===== config.mk =====
export PLATFORM = sky130hd
export DESIGN_NAME = bap_div
export DESIGN_NICKNAME = d
export VERILOG_FILES = /design/src/hw/rtl/bap_pkg.sv /design/src/hw/rtl/bap_div.sv
export SDC_FILE = /design/constraint.sdc
export NUM_CORES = 2
export LEC_CHECK = 0
export ABC_AREA = 1
export BUFFER_PORTS_ARGS = -buffer_cell sky130_fd_sc_hd__buf_2
export CAP_MARGIN = 10
export CORE_ASPECT_RATIO = 0.5
export CORE_MARGIN = 5
export CORE_UTILIZATION = 25
export CTS_CLUSTER_DIAMETER = 80
export DETAILED_ROUTE_END_ITERATION = 8
export SYNTH_ARGS = -nofsm -noshare
export SYNTH_HDL_FRONTEND = slang
export SYNTH_SLANG_ARGS = --single-unit
export TNS_END_PERCENT = 30

===== constraint.sdc =====
create_clock -name aclk -period 15.6 [get_ports aclk]
set_input_delay 2.34 -clock aclk [delete_from_list [all_inputs] [get_ports aclk]]
set_output_delay 2.34 -clock aclk [all_outputs]
set_load 0.02 [all_outputs]

===== src/hw/rtl/bap_pkg.sv =====
// ----------------------------------------------------------------------------
// bap_pkg
// Shared types, field widths, register codes and defaults of the block
// average pixelate unit.
// ----------------------------------------------------------------------------
package bap_pkg;

    localparam int PIX_W      = 8;
    localparam int IDX_W      = 10;
    localparam int FRAME_W    = 11;
    localparam int BLOCK_W    = 7;
    localparam int CFG_IDX_W  = 2;
    localparam int CFG_DATA_W = 11;

    localparam int DEF_MAX_WIDTH  = 1024;
    localparam int DEF_MAX_HEIGHT = 1024;
    localparam int DEF_MAX_BLOCK  = 64;

    localparam logic [FRAME_W-1:0] RST_FRAME_WIDTH  = 11'd1024;
    localparam logic [FRAME_W-1:0] RST_FRAME_HEIGHT = 11'd1024;
    localparam logic [BLOCK_W-1:0] RST_BLOCK_SIZE   = 7'd8;

    typedef enum logic [CFG_IDX_W-1:0] {
        CFG_FRAME_WIDTH  = 2'd0,
        CFG_FRAME_HEIGHT = 2'd1,
        CFG_BLOCK_SIZE   = 2'd2
    } cfg_idx_t;

    typedef struct packed {
        logic [PIX_W-1:0] pixel_red;
        logic [PIX_W-1:0] pixel_green;
        logic [PIX_W-1:0] pixel_blue;
    } pixel_t;

    typedef struct packed {
        logic [IDX_W-1:0] block_col;
        logic [IDX_W-1:0] block_row;
        logic [PIX_W-1:0] avg_red;
        logic [PIX_W-1:0] avg_green;
        logic [PIX_W-1:0] avg_blue;
        logic             frame_last;
    } block_t;

    typedef struct packed {
        logic seg_end;
        logic rows_end;
        logic frame_end;
        logic first_row;
    } pos_flags_t;

endpackage


===== src/hw/rtl/bap_div.sv =====
// ----------------------------------------------------------------------------
// bap_div
// Three-lane truncating divider by a small count, built as a multiply by a
// rounded-up reciprocal from a constant table. The product is registered.
// ----------------------------------------------------------------------------
module bap_div
    import bap_pkg::*;
#(
    parameter int MAX_BLOCK = DEF_MAX_BLOCK,
    parameter int SUM_W     = 14,
    parameter int OFF_W     = 6
) (
    input  logic                       aclk,
    input  logic                       start,
    input  logic [2:0][SUM_W-1:0]      dividend,
    input  logic [OFF_W-1:0]           divisor_m1,
    output logic [2:0][PIX_W-1:0]      quot
);

    localparam int BW = $clog2(MAX_BLOCK + 1);
    localparam int K  = SUM_W + BW;
    localparam int RW = K + 1;
    localparam int PW = SUM_W + RW;
    localparam int TD = 1 << OFF_W;

    logic [RW-1:0] recip_tab [TD];
    logic [RW-1:0] recip;
    logic [2:0][PW-1:0] prod_reg;

    for (genvar g = 0; g < TD; g++) begin : g_rcp
        if (g < MAX_BLOCK) begin : g_used
            localparam longint unsigned Rcp = ((64'd1 << K) + g) / (g + 1);
            assign recip_tab[g] = RW'(Rcp);
        end else begin : g_unused
            assign recip_tab[g] = '0;
        end
    end

    assign recip = recip_tab[divisor_m1];

    always_ff @(posedge aclk) begin
        if (start) begin
            for (int i = 0; i < 3; i++) begin
                prod_reg[i] <= PW'(dividend[i]) * PW'(recip);
            end
        end
    end

    always_comb begin
        for (int i = 0; i < 3; i++) begin
            quot[i] = prod_reg[i][K +: PIX_W];
        end
    end

endmodule


==> impl_metrics.tcl <==
set metrics [dict create \
    layout.nets 4394 \
    top_layer_used "met4" \
    gp_congestion 0.900 \
    grt_max_degree 44 \
    ys_warn_count 0 \
    cts_tree "built" \
    place_hpwl_mm 67.7 \
    port_buffers 73 \
    hold_viol_final 0 \
    dieArea_sq_mm 0.117 \
    core_area_sq_mm 0.110 \
    period_needed_ps 10400 \
    max_cap_viol_count 0 \
    cts_made_buffers 3 \
    place_area_sq_mm 0.0291 \
    start_util_pct 25.1 \
    wl_met1_mm 35.0 \
    die_h_um 245 \
    worst-path-max-fanout 43 \
    rsz0062_at_grt "false" \
    syn_to_final_growth_pct 6.13 \
    dr_wl_met3_mm 6.14 \
    wl_met2_mm 43.3 \
    die_w_um 480 \
    hp-class "primary input to register" \
    post-route-util_pct 26.7 \
    row_count 86 \
    drive_above_1_share_pct 4.11 \
    grt_pass1_wl_mm 141 \
    grt.total_usage_pct 15.3 \
    ys_types 56 \
    viasPerCell 4.65 \
    dr_total_vias 23002 \
    syn_area_per_cell_sq_um 7.76 \
    worst_pin_slew_ps 1220 \
    synth.cell_area_sq_mm 0.0276 \
    maxSlewViolCount 0 \
    setup_viol 0 \
    post_drt_wl_per_cell_um 17.9 \
    yosysSeqAreaShare_pct 2.61 \
    synth_ff_type "edfxtp_1" \
    synth_edf_count 24 \
    root_buffer "clkbuf_16" \
    pin_count 74 \
    final_cells 4947 \
    async_reset_ff_share_pct 0 \
    cts_hold_buf 0 \
    stdcell_area_sq_mm 0.0293 \
    critPathKind "primary input to register" \
    cts_sinks 24 \
    ctsResizeCount 0 \
    cp-endpoint "quot[14]$_DFFE_PP_" \
    critPathLaunch "divisor_m1[3]" \
    ys_ff_latch 24 \
    clkTransAtPathRegs_ps 110 \
    final.period_utilization_pct 66.6 \
    grt_antenna_before_repair 11 \
    cts_max_path_buffers 2 \
    synth_cells 3551 \
    first_pass_iters 6 \
    postRouteAntennaNets 0 \
    overflow 0 \
    crit_arrival_ps 10470 \
    cts_setup_buffers 0 \
    dpl.cell_count 4931 \
    totalNegativeSetupSlack_ps 0 \
    drc 0 \
    endpoint_kind "register" \
    relSlewSlack_pct 18.6 \
    outcome "completed" \
    synth_fp_nets 4461 \
    htree_num_levels 1 \
    largest_register_ffs 24 \
    fmax_mhz 96.2 \
    drt_wl_total_mm 88.6 \
    grt_pass1_vias 24923 \
    required_ps 15670 \
    initialDrtViolationCount 1687 \
    startpoint_type "primary input" \
]
## worst min path at each step
stage | cells past startpoint | from | endpoint | slack (ps)
4_1_cts | 1 | start | quot[16]$_DFFE_PP_ | 2700
3_3_place_gp | 1 | quot[15]$_DFFE_PP_ | quot[15] | 2790
2_1_floorplan | 0 | start | quot[0]$_DFFE_PP_ | 2450
3_5_place_dp | 1 | quot[0]$_DFFE_PP_ | quot[0] | 2790
6_report | 1 | start | quot[18]$_DFFE_PP_ | 2690
5_1_grt | 1 | start | quot[18]$_DFFE_PP_ | 2710
## metal layers
metal  GRT usage (%)  vias to the layer above
met2            26.6                      908
li1                -                    10166
met5               0                        -
met1            18.9                    11714
met3            2.09                      214
met4            6.78                        0
## Yosys cell counts, drive strengths merged (3+ instances only)
cell type  instances  area (sq um)
or2                3          18.8
xor2              17           149
a211oi             5          37.5
clkinv             7          26.3
xnor2             21           191
ha               209          2620
nand2            752          2880
buf               77           440
a31oi              9          56.3
clkbuf            86           323
o21ai             53           265
fa               651         13000
o221ai             9          78.8
nand4             11          68.8
o21a               7          52.6
a21boi             4          30.0
a21o              14           105
nor3              24           125
a21oi             84           420
nor4               9          56.3
nor2             483          1880
o31ai              6          45.0
o21bai             4          30.0
edfxtp            24           721
nand3b             5          41.3
inv              881          3310
o211ai            11          82.6
nand3             72           375
## stage by stage
stage,setup WS [ps],hold slack (ps)
floorplan,7120,2450
global placement,5020,2790
detailed placement,4990,2790
CTS,5310,2700
global route,4570,2710
finish,5200,2690
## cell type report
cell class | instances | area (sq um)
Tap cell | 1452 | 1820
Inverter | 888 | 3340
Timing Repair Buffer | 91 | 500
Clock inverter | 1 | 30.0
Clock buffer | 3 | 75.1
Sequential cell | 24 | 721
Fill cell | 12002 | 80500
Multi-Input combinational cell | 2476 | 22700
Antenna cell | 12 | 30.0
## cell usage in the layout, fill, tap and decap left out, drive strengths merged, types with 2 or more instances in the layout
cell type	n
o211ai	11
o21bai	4
nand4	11
diode	12
or2	3
a21boi	4
clkbuf	3
nor3	24
o221ai	9
a21o	14
inv	881
a21oi	84
ha	209
o21ai	53
and3	2
nor4	9
edfxtp	24
buf	91
o41ai	2
clkinv	7
o21a	7
xor2	17
fa	651
nand3b	5
xnor2	21
nand3	72
a31oi	9
a211oi	5
nor2	483
o31ai	6
o311ai	2
nand2	752
## critical path, stage by stage
cell      delay, ps
buf_2           300
inv_2           650
a21oi_1         140
inv_1           140
a21oi_1          60
o21ai_0         180
nand2_1         580
inv_1          1160
nand2_1         190
fa_1            590
inv_1            50
fa_1            550
fa_1            430
fa_1            460
fa_1            490
inv_1            50
fa_1            470
inv_1            40
ha_1            300
a21oi_1         200
a21boi_0        210
o21ai_0         150
a21oi_1         270
o21ai_0         140
nor2_1          100
nand2_1          70
xor2_1          140
## logic make-up after synthesis
logic type	after synthesis	synth area share, %
flops	24	2.61
fa+ha+maj	860	56.8
buf+inv	1051	14.9
simple gates	1363	19.8
xor+xnor	38	1.23
compound gates	215	4.67
Power is left out: the tool's default activity adds up to more than one toggle a clock period on the data nets, which glitch-free logic cannot reach.
