[config.mk]
export PLATFORM = sky130hd
export DESIGN_NAME = bap_pos
export DESIGN_NICKNAME = d
export VERILOG_FILES = /design/src/hw/rtl/bap_pkg.sv /design/src/hw/rtl/bap_pos.sv
export SDC_FILE = /design/constraint.sdc
export NUM_CORES = 1
export LEC_CHECK = 0
export BUFFER_PORTS_ARGS = -buffer_cell sky130_fd_sc_hd__buf_2
export CORE_ASPECT_RATIO = 0.9
export CORE_UTILIZATION = 45
export DETAILED_ROUTE_END_ITERATION = 10
export GPL_ROUTABILITY_DRIVEN = 1
export PLACE_DENSITY = 0.66
export SYNTH_ARGS = -nofsm -noshare
export SYNTH_HDL_FRONTEND = slang
export SYNTH_SLANG_ARGS = --single-unit
[constraint.sdc]
create_clock -name aclk -period 2.7 [get_ports aclk]
set_clock_uncertainty 0.05 [all_clocks]
set_input_delay 0 -clock aclk [delete_from_list [all_inputs] [get_ports aclk]]
set_output_delay 0 -clock aclk [all_outputs]
set_load 0.05 [all_outputs]
[src/hw/rtl/bap_pkg.sv]
// ----------------------------------------------------------------------------
// bap_pkg
// Shared types, field widths, register codes and defaults of the block
// average pixelate unit.
// ----------------------------------------------------------------------------
package bap_pkg;

    localparam int PIX_W      = 8;
    localparam int IDX_W      = 10;
    localparam int FRAME_W    = 11;
    localparam int BLOCK_W    = 7;
    localparam int CFG_IDX_W  = 2;
    localparam int CFG_DATA_W = 11;

    localparam int DEF_MAX_WIDTH  = 1024;
    localparam int DEF_MAX_HEIGHT = 1024;
    localparam int DEF_MAX_BLOCK  = 64;

    localparam logic [FRAME_W-1:0] RST_FRAME_WIDTH  = 11'd1024;
    localparam logic [FRAME_W-1:0] RST_FRAME_HEIGHT = 11'd1024;
    localparam logic [BLOCK_W-1:0] RST_BLOCK_SIZE   = 7'd8;

    typedef enum logic [CFG_IDX_W-1:0] {
        CFG_FRAME_WIDTH  = 2'd0,
        CFG_FRAME_HEIGHT = 2'd1,
        CFG_BLOCK_SIZE   = 2'd2
    } cfg_idx_t;

    typedef struct packed {
        logic [PIX_W-1:0] pixel_red;
        logic [PIX_W-1:0] pixel_green;
        logic [PIX_W-1:0] pixel_blue;
    } pixel_t;

    typedef struct packed {
        logic [IDX_W-1:0] block_col;
        logic [IDX_W-1:0] block_row;
        logic [PIX_W-1:0] avg_red;
        logic [PIX_W-1:0] avg_green;
        logic [PIX_W-1:0] avg_blue;
        logic             frame_last;
    } block_t;

    typedef struct packed {
        logic seg_end;
        logic rows_end;
        logic frame_end;
        logic first_row;
    } pos_flags_t;

endpackage

[src/hw/rtl/bap_pos.sv]
// ----------------------------------------------------------------------------
// bap_pos
// Raster position tracker: pixel position, offsets inside the current block,
// block indexes and the segment, block and frame boundary flags.
// ----------------------------------------------------------------------------
module bap_pos
    import bap_pkg::*;
#(
    parameter int XW  = 10,
    parameter int YW  = 10,
    parameter int WCW = 11,
    parameter int HCW = 11,
    parameter int BCW = 7,
    parameter int OW  = 6
) (
    input  logic           aclk,
    input  logic           aresetn,
    input  logic           restart,
    input  logic           advance,
    input  logic [WCW-1:0] w_eff,
    input  logic [HCW-1:0] h_eff,
    input  logic [BCW-1:0] bs_eff,
    output logic [OW-1:0]  xoff,
    output logic [OW-1:0]  yoff,
    output logic [XW-1:0]  bc,
    output logic [YW-1:0]  br,
    output pos_flags_t     flags
);

    logic [XW-1:0] x_reg;
    logic [YW-1:0] y_reg;
    logic [OW-1:0] xoff_reg;
    logic [OW-1:0] yoff_reg;
    logic [XW-1:0] bc_reg;
    logic [YW-1:0] br_reg;

    logic line_end;
    logic last_line;
    logic xwrap;
    logic ywrap;

    always_comb begin
        line_end  = (WCW'(x_reg) + WCW'(1)) == w_eff;
        last_line = (HCW'(y_reg) + HCW'(1)) == h_eff;
        xwrap     = (BCW'(xoff_reg) + BCW'(1)) == bs_eff;
        ywrap     = (BCW'(yoff_reg) + BCW'(1)) == bs_eff;
        flags.seg_end   = xwrap || line_end;
        flags.rows_end  = ywrap || last_line;
        flags.frame_end = line_end && last_line;
        flags.first_row = (yoff_reg == '0);
    end

    always_ff @(posedge aclk) begin
        if (!aresetn || restart) begin
            x_reg    <= '0;
            y_reg    <= '0;
            xoff_reg <= '0;
            yoff_reg <= '0;
            bc_reg   <= '0;
            br_reg   <= '0;
        end else if (advance) begin
            if (line_end) begin
                x_reg    <= '0;
                xoff_reg <= '0;
                bc_reg   <= '0;
                if (last_line) begin
                    y_reg    <= '0;
                    yoff_reg <= '0;
                    br_reg   <= '0;
                end else begin
                    y_reg <= y_reg + YW'(1);
                    if (ywrap) begin
                        yoff_reg <= '0;
                        br_reg   <= br_reg + YW'(1);
                    end else begin
                        yoff_reg <= yoff_reg + OW'(1);
                    end
                end
            end else begin
                x_reg <= x_reg + XW'(1);
                if (xwrap) begin
                    xoff_reg <= '0;
                    bc_reg   <= bc_reg + XW'(1);
                end else begin
                    xoff_reg <= xoff_reg + OW'(1);
                end
            end
        end
    end

    assign xoff = xoff_reg;
    assign yoff = yoff_reg;
    assign bc   = bc_reg;
    assign br   = br_reg;

endmodule

==> flow_metrics.tcl, run 1 <==
set metrics [dict create \
    status "completed" \
    worst_path_most_repeated_cell "buf_4" \
    clkTransAtPathRegs_ns 0.10 \
    synth_area_leader_cell "dfxtp_1" \
    grt_pass1_vias 4028 \
    max_slew_margin 0.382 \
    dieHeight_um 92.3 \
    setup_viol 0 \
    finalCriticalPeriod_ns 2.61 \
    hold_path_class "in2reg" \
    crit_path_max_incr_delay_ns 0.50 \
    htree_num_levels 2 \
    ys_seq_elements 52 \
    synth_area_mm2 0.00407 \
    path_class "reg2reg" \
    yosysTopAreaCellShare 0.256 \
    synth.area.top_cells "dfxtp_1, nand2_1, nand3_1" \
    clock_sinks 52 \
    drtIter0Drc 320 \
    ys_types 71 \
    track_usage 0.264 \
    startpoint "y_reg[1]" \
    finalPower_mw 1.44 \
    coreArea_mm2 0.00869 \
    clockBufferDepth 2 \
    r2r-start "y_reg[1]" \
    ios 69 \
    finalWorstSetupSlack_ns 0.0909 \
    fmaxAchievable_mhz 383 \
    start_util 0.469 \
    p_leak_nw 1.83 \
    overflow 0 \
    power_density_mw_per_mm2 290 \
    root_buffer "clkbuf_8" \
    grt_pass1_wl_um 19900 \
    stdcell_count 739 \
    timing.hold.ws_ns 0.0466 \
    synthCells 542 \
    hpwl_um 8790 \
    worstPathMaxFanout 12 \
    antenna_found_initial 0 \
    crit_buf_inv 3 \
    routed-via-count 4528 \
    area_growth_pct 22.1 \
    dieArea_mm2 0.00944 \
    layout-drive-gt1-share 0.281 \
    synth_common_cells "nand2_1, dfxtp_1, nand3_1" \
    yosysSeqAreaShare 0.256 \
    gp_congestion 0.939 \
    cap_violations 0 \
    die_w_um 102 \
    cp.required_ns 2.88 \
    vdd_drop_max_mv 0.205 \
    crit_family "simple AND/OR/NAND/NOR gates" \
    syn_nets 582 \
    worstSkewPairLatency_ns 0.31 \
    synth.most_common_cell "nand2_1" \
    synth_edf_count 0 \
    cp_cell_sequence "ha_2 -> buf_6 -> nand4_1 -> buf_4 -> mux2i_1 -> a211oi_2 -> a311oi_2 -> buf_4 -> and2_4 -> or4_1 -> a21oi_1" \
    arrival_ns 2.79 \
    numCtsBuffers 5 \
    vias_per_cell 6.13 \
    rows 32 \
    cpMaxStageDelayCell "or4_1" \
    cts_tree "done" \
    antenna_cells 0 \
    hold_start "advance" \
    fin_util 0.572 \
    routed_wirelength_um 12200 \
    async_flop_share 0 \
    ant_nets 0 \
    finalCritPeriodShare 0.966 \
    pre_cts_ws_ns 0.0174 \
    synth_warnings 0 \
    grt_max_degree 31 \
    dominantRegCellSynth "dfxtp_1" \
    drc_errors 0 \
    port_buffers 68 \
    worstSetupEndpointType "flop" \
    critPathLaunchType "flop" \
    syn_avg_cell_area_um2 7.52 \
    drt_pre_antenna_iters 5 \
    numPlacedInstances 726 \
    worst_pin_slew_ns 0.927 \
    slew_violations 0 \
    final_hold_viol_count 0 \
    design.final.nets 659 \
    routedWlPerCell_um 16.5 \
]
## where the power goes
| part | total [mW] | internal, mW | switching, mW |
|---|---|---|---|
| logic | 0.185 | 0.0736 | 0.111 |
| clock network | 0.490 | 0.210 | 0.280 |
| registers | 0.769 | 0.767 | 0.00146 |
## stage by stage
step | area (um^2) | setup TNS (ns)
after floorplan | 4080 | 0
after global placement | 4660 | -0.00252
after detailed placement | 4660 | 0
after CTS | 4810 | -0.0759
after global routing | 4970 | -0.0425
final | 4970 | 0
## cell type report
cell class,instances,area (um^2)
Multi-Input combinational cell,431,2920
Clock buffer,7,86.3
Inverter,16,60.1
Tap cell,119,149
Clock inverter,1,7.51
Fill cell,827,3710
Sequential cell,52,1060
Timing Repair Buffer,113,697
## timing repair
item | CTS | global route
setup buffers | 2 | 3
gates resized for setup | 8 | 38
gates cloned | 0 | 0
setup endpoints to repair | 10 | 34
hold buffers | 0 | 0
pin swaps | 5 | 12
## placed cells by master, fill, tap and decap left out, types with 4 or more instances in the layout
cell type  instances
xnor2_1           15
xor2_1            13
o22ai_1            5
o21a_1             5
nand2b_1           4
a32oi_1            4
o211a_1            4
dfxtp_1           40
o31ai_1            4
inv_1             16
o31a_1             5
nor2b_1            9
nor3b_1            5
nand2_1           62
or3_1             20
o21ai_0           18
nor2_1            15
dfxtp_2           11
and4_1             4
a31oi_1           15
and3_1             9
buf_4             44
nand3b_1           4
nand4_1           21
nor3_1            15
a21o_1             5
nor4_1             4
clkbuf_8           6
or4_1             11
a22oi_1            5
nand3_1           42
a21oi_1           34
buf_2             65
## routing by layer
layer	GRT usage	wire length (um)	share of wire
met2	0.398	5500	0.45
met1	0.387	5860	0.48
met5	0	0	0
met4	0.0631	140	0.011
met3	0.0457	699	0.057
## path summary, 6_finish.rpt
kind         endpoint  slack, ns  cells after the start
min reg2reg     br[9]       0.45                      2
max          y_reg[3]       0.09                     11
min          x_reg[1]       0.05                      3
max reg2reg  y_reg[3]       0.09                     11
## worst register-to-register path, cell delays in order (launching register included)
cell      delay (ns)
dfxtp_1         0.36
ha_2            0.24
buf_6           0.16
nand4_1         0.10
buf_4           0.18
mux2i_1         0.14
a211oi_2        0.20
a311oi_2        0.08
buf_4           0.18
and2_4          0.19
or4_1           0.50
a21oi_1         0.15
## kinds of logic after synthesis
| group | count (synthesis) | synth area share |
|---|---|---|
| and+or+nand+nor | 254 | 0.348 |
| AOI/OAI and AO/OA | 139 | 0.238 |
| buffers and inverters | 59 | 0.0666 |
| DFF | 52 | 0.256 |
| xor gates and xnor gates | 30 | 0.0679 |
| adders and majority gates | 7 | 0.0215 |
| muxes | 1 | 0.00246 |
(Power assumes the default switching activity.)
==> run 2, diff against run 1 <==
CORE_MARGIN = 3   (was unset)
MAX_ROUTING_LAYER = met4   (was unset)
==> flow_metrics.tcl, run 2 (synthesis gave the netlist of run 1 again) <==
set metrics [dict create \
    routedWlPerCell_um 16.6 \
    routed-via-count 4566 \
    cp_cell_sequence "buf_4 -> nand4_1 -> nor4b_2 -> a41o_1 -> nor2_1 -> or4b_4 -> nor2_2 -> buf_6" \
    worst_pin_slew_ns 0.541 \
    vdd_drop_max_mv 0.196 \
    final_hold_viol_count 0 \
    finalCriticalPeriod_ns 2.60 \
    wl_met1_um 5900 \
    fmaxAchievable_mhz 384 \
    track_usage 0.243 \
    p_seq_frac 0.535 \
    coreArea_mm2 0.00869 \
    design.final.nets 660 \
    fin_util 0.575 \
    path_class "reg2out" \
    p_int_mw 1.03 \
    worstSkewPairLatency_ns 0.32 \
    critPathLaunchType "flop" \
    gp_congestion 0.888 \
    fillers 825 \
    dieHeight_um 96.3 \
    crit_family "simple AND/OR/NAND/NOR gates" \
    worstSetupEndpointType "output pin" \
    wl_met3_um 860 \
    comb_power_share 0.129 \
    cp.required_ns 2.65 \
    wl_met2_um 5470 \
    rows 32 \
    grt_max_degree 31 \
    top_layer_used "met4" \
    layout_common_cells "buf_2, nand2_1, dfxtp_1, buf_4, nand3_1" \
    area_growth_pct 22.6 \
    multi_input_area_mm2 0.00294 \
    clockBufferDepth 2 \
    drc_errors 0 \
    final_common_cell "buf_2" \
    clkTransAtPathRegs_ns 0.11 \
    finalCritPeriodShare 0.964 \
    setup_viol 0 \
    power_density_mw_per_mm2 288 \
    cts_tree "done" \
    crit_buf_inv 2 \
    timing.hold.ws_ns 0.0357 \
    numCtsBuffers 5 \
    routed_wirelength_um 12300 \
    clock_sinks 52 \
    p_leak_nw 1.83 \
    cpMaxStageDelayCell "or4b_4" \
    finalPower_mw 1.44 \
    crit_path_max_incr_delay_ns 0.57 \
    drt_pre_antenna_iters 5 \
    antenna_found_initial 0 \
    grt_pass1_vias 4076 \
    p_sw_mw 0.411 \
    die_w_um 106 \
    postCtsSetupRepairBufs 0 \
    ant_nets 0 \
    hpwl_um 8960 \
    max_slew_margin 0.633 \
    htree_num_levels 2 \
    clockPowerShare 0.336 \
    cts_hold_buffers 0 \
    ios 69 \
    drtIter0Drc 262 \
    status "completed" \
    seq_area_mm2 0.00105 \
    port_buffers 68 \
    layout-drive-gt1-share 0.269 \
    cap_violations 0 \
    root_buffer "clkbuf_8" \
    swShare 0.286 \
    worstPathMaxFanout 6 \
    slew_violations 0 \
    grt_pass1_wl_um 19900 \
    vias_per_cell 6.17 \
    arrival_ns 2.55 \
    hold_path_class "in2reg" \
    antenna_cells 0 \
    start_util 0.469 \
    dieArea_mm2 0.0102 \
    overflow 0 \
]
## run 2: cell types whose count changed in the layout (fill, tap and decap cells not counted), moves of 2 or more
cell     change
dfxtp_1      +5
dfxtp_2      -5
a21oi_1      -2
a21oi_2      +2
## run 2: routing by layer
layer | GRT usage | up-vias
met4 | 0.0550 | 0
met5 | - | -
met2 | 0.368 | 165
li1 | - | 2191
met1 | 0.340 | 2201
met3 | 0.0416 | 9
## run 2: what timing repair did
item / in CTS / in global routing
endpoints found under the hold margin: 0 / 0
resized for setup: 13 / 28
setup endpoints to repair: 8 / 23
pin swaps: 2 / 6
## run 2: tightest hold or removal path: stages
cell and delay [ns]:
buf_2 0.21, nand3_1 0.11, a21oi_1 0.06
## run 2: worst paths after layout
path	depth (start not counted)	endpoint	slack, ns	from
hold / removal	3	x_reg[1]	0.04	advance
hold reg to reg	2	br[9]	0.45	br[9]
setup / recovery	8	flags[1]	0.1	x_reg[0]
setup reg to reg	8	bc[9]	0.13	xoff[1]
## run 2: power groups by stage
stage	Sequential, mW	Clock (mW)	Combinational (mW)
floorplan	0.792	0	0.0926
global placement	0.787	0	0.168
detailed placement	0.787	0	0.170
CTS	0.770	0.481	0.173
global route	0.770	0.519	0.200
finish	0.770	0.483	0.185
## run 2: area by class of cell
type                    count  area share
repair buffers            114       0.141
clock inverters             3     0.00476
multi-input cells         431       0.588
well taps                 119      0.0298
flip-flops and latches     52       0.211
clock buffers               5      0.0138
inverters                  16      0.0120
## run 2: through the flow
stage                     instance area [um^2]  setup slack [ns]  instances  TNS, ns
after floorplan                           4080           0.00160        542        0
after global placement                    4710            0.0880        732        0
final                                     4990            0.0968        740        0
after detailed placement                  4710           0.00243        732        0
after CTS                                 4850            0.0203        740        0
after global routing                      4990           -0.0173        740  -0.0429
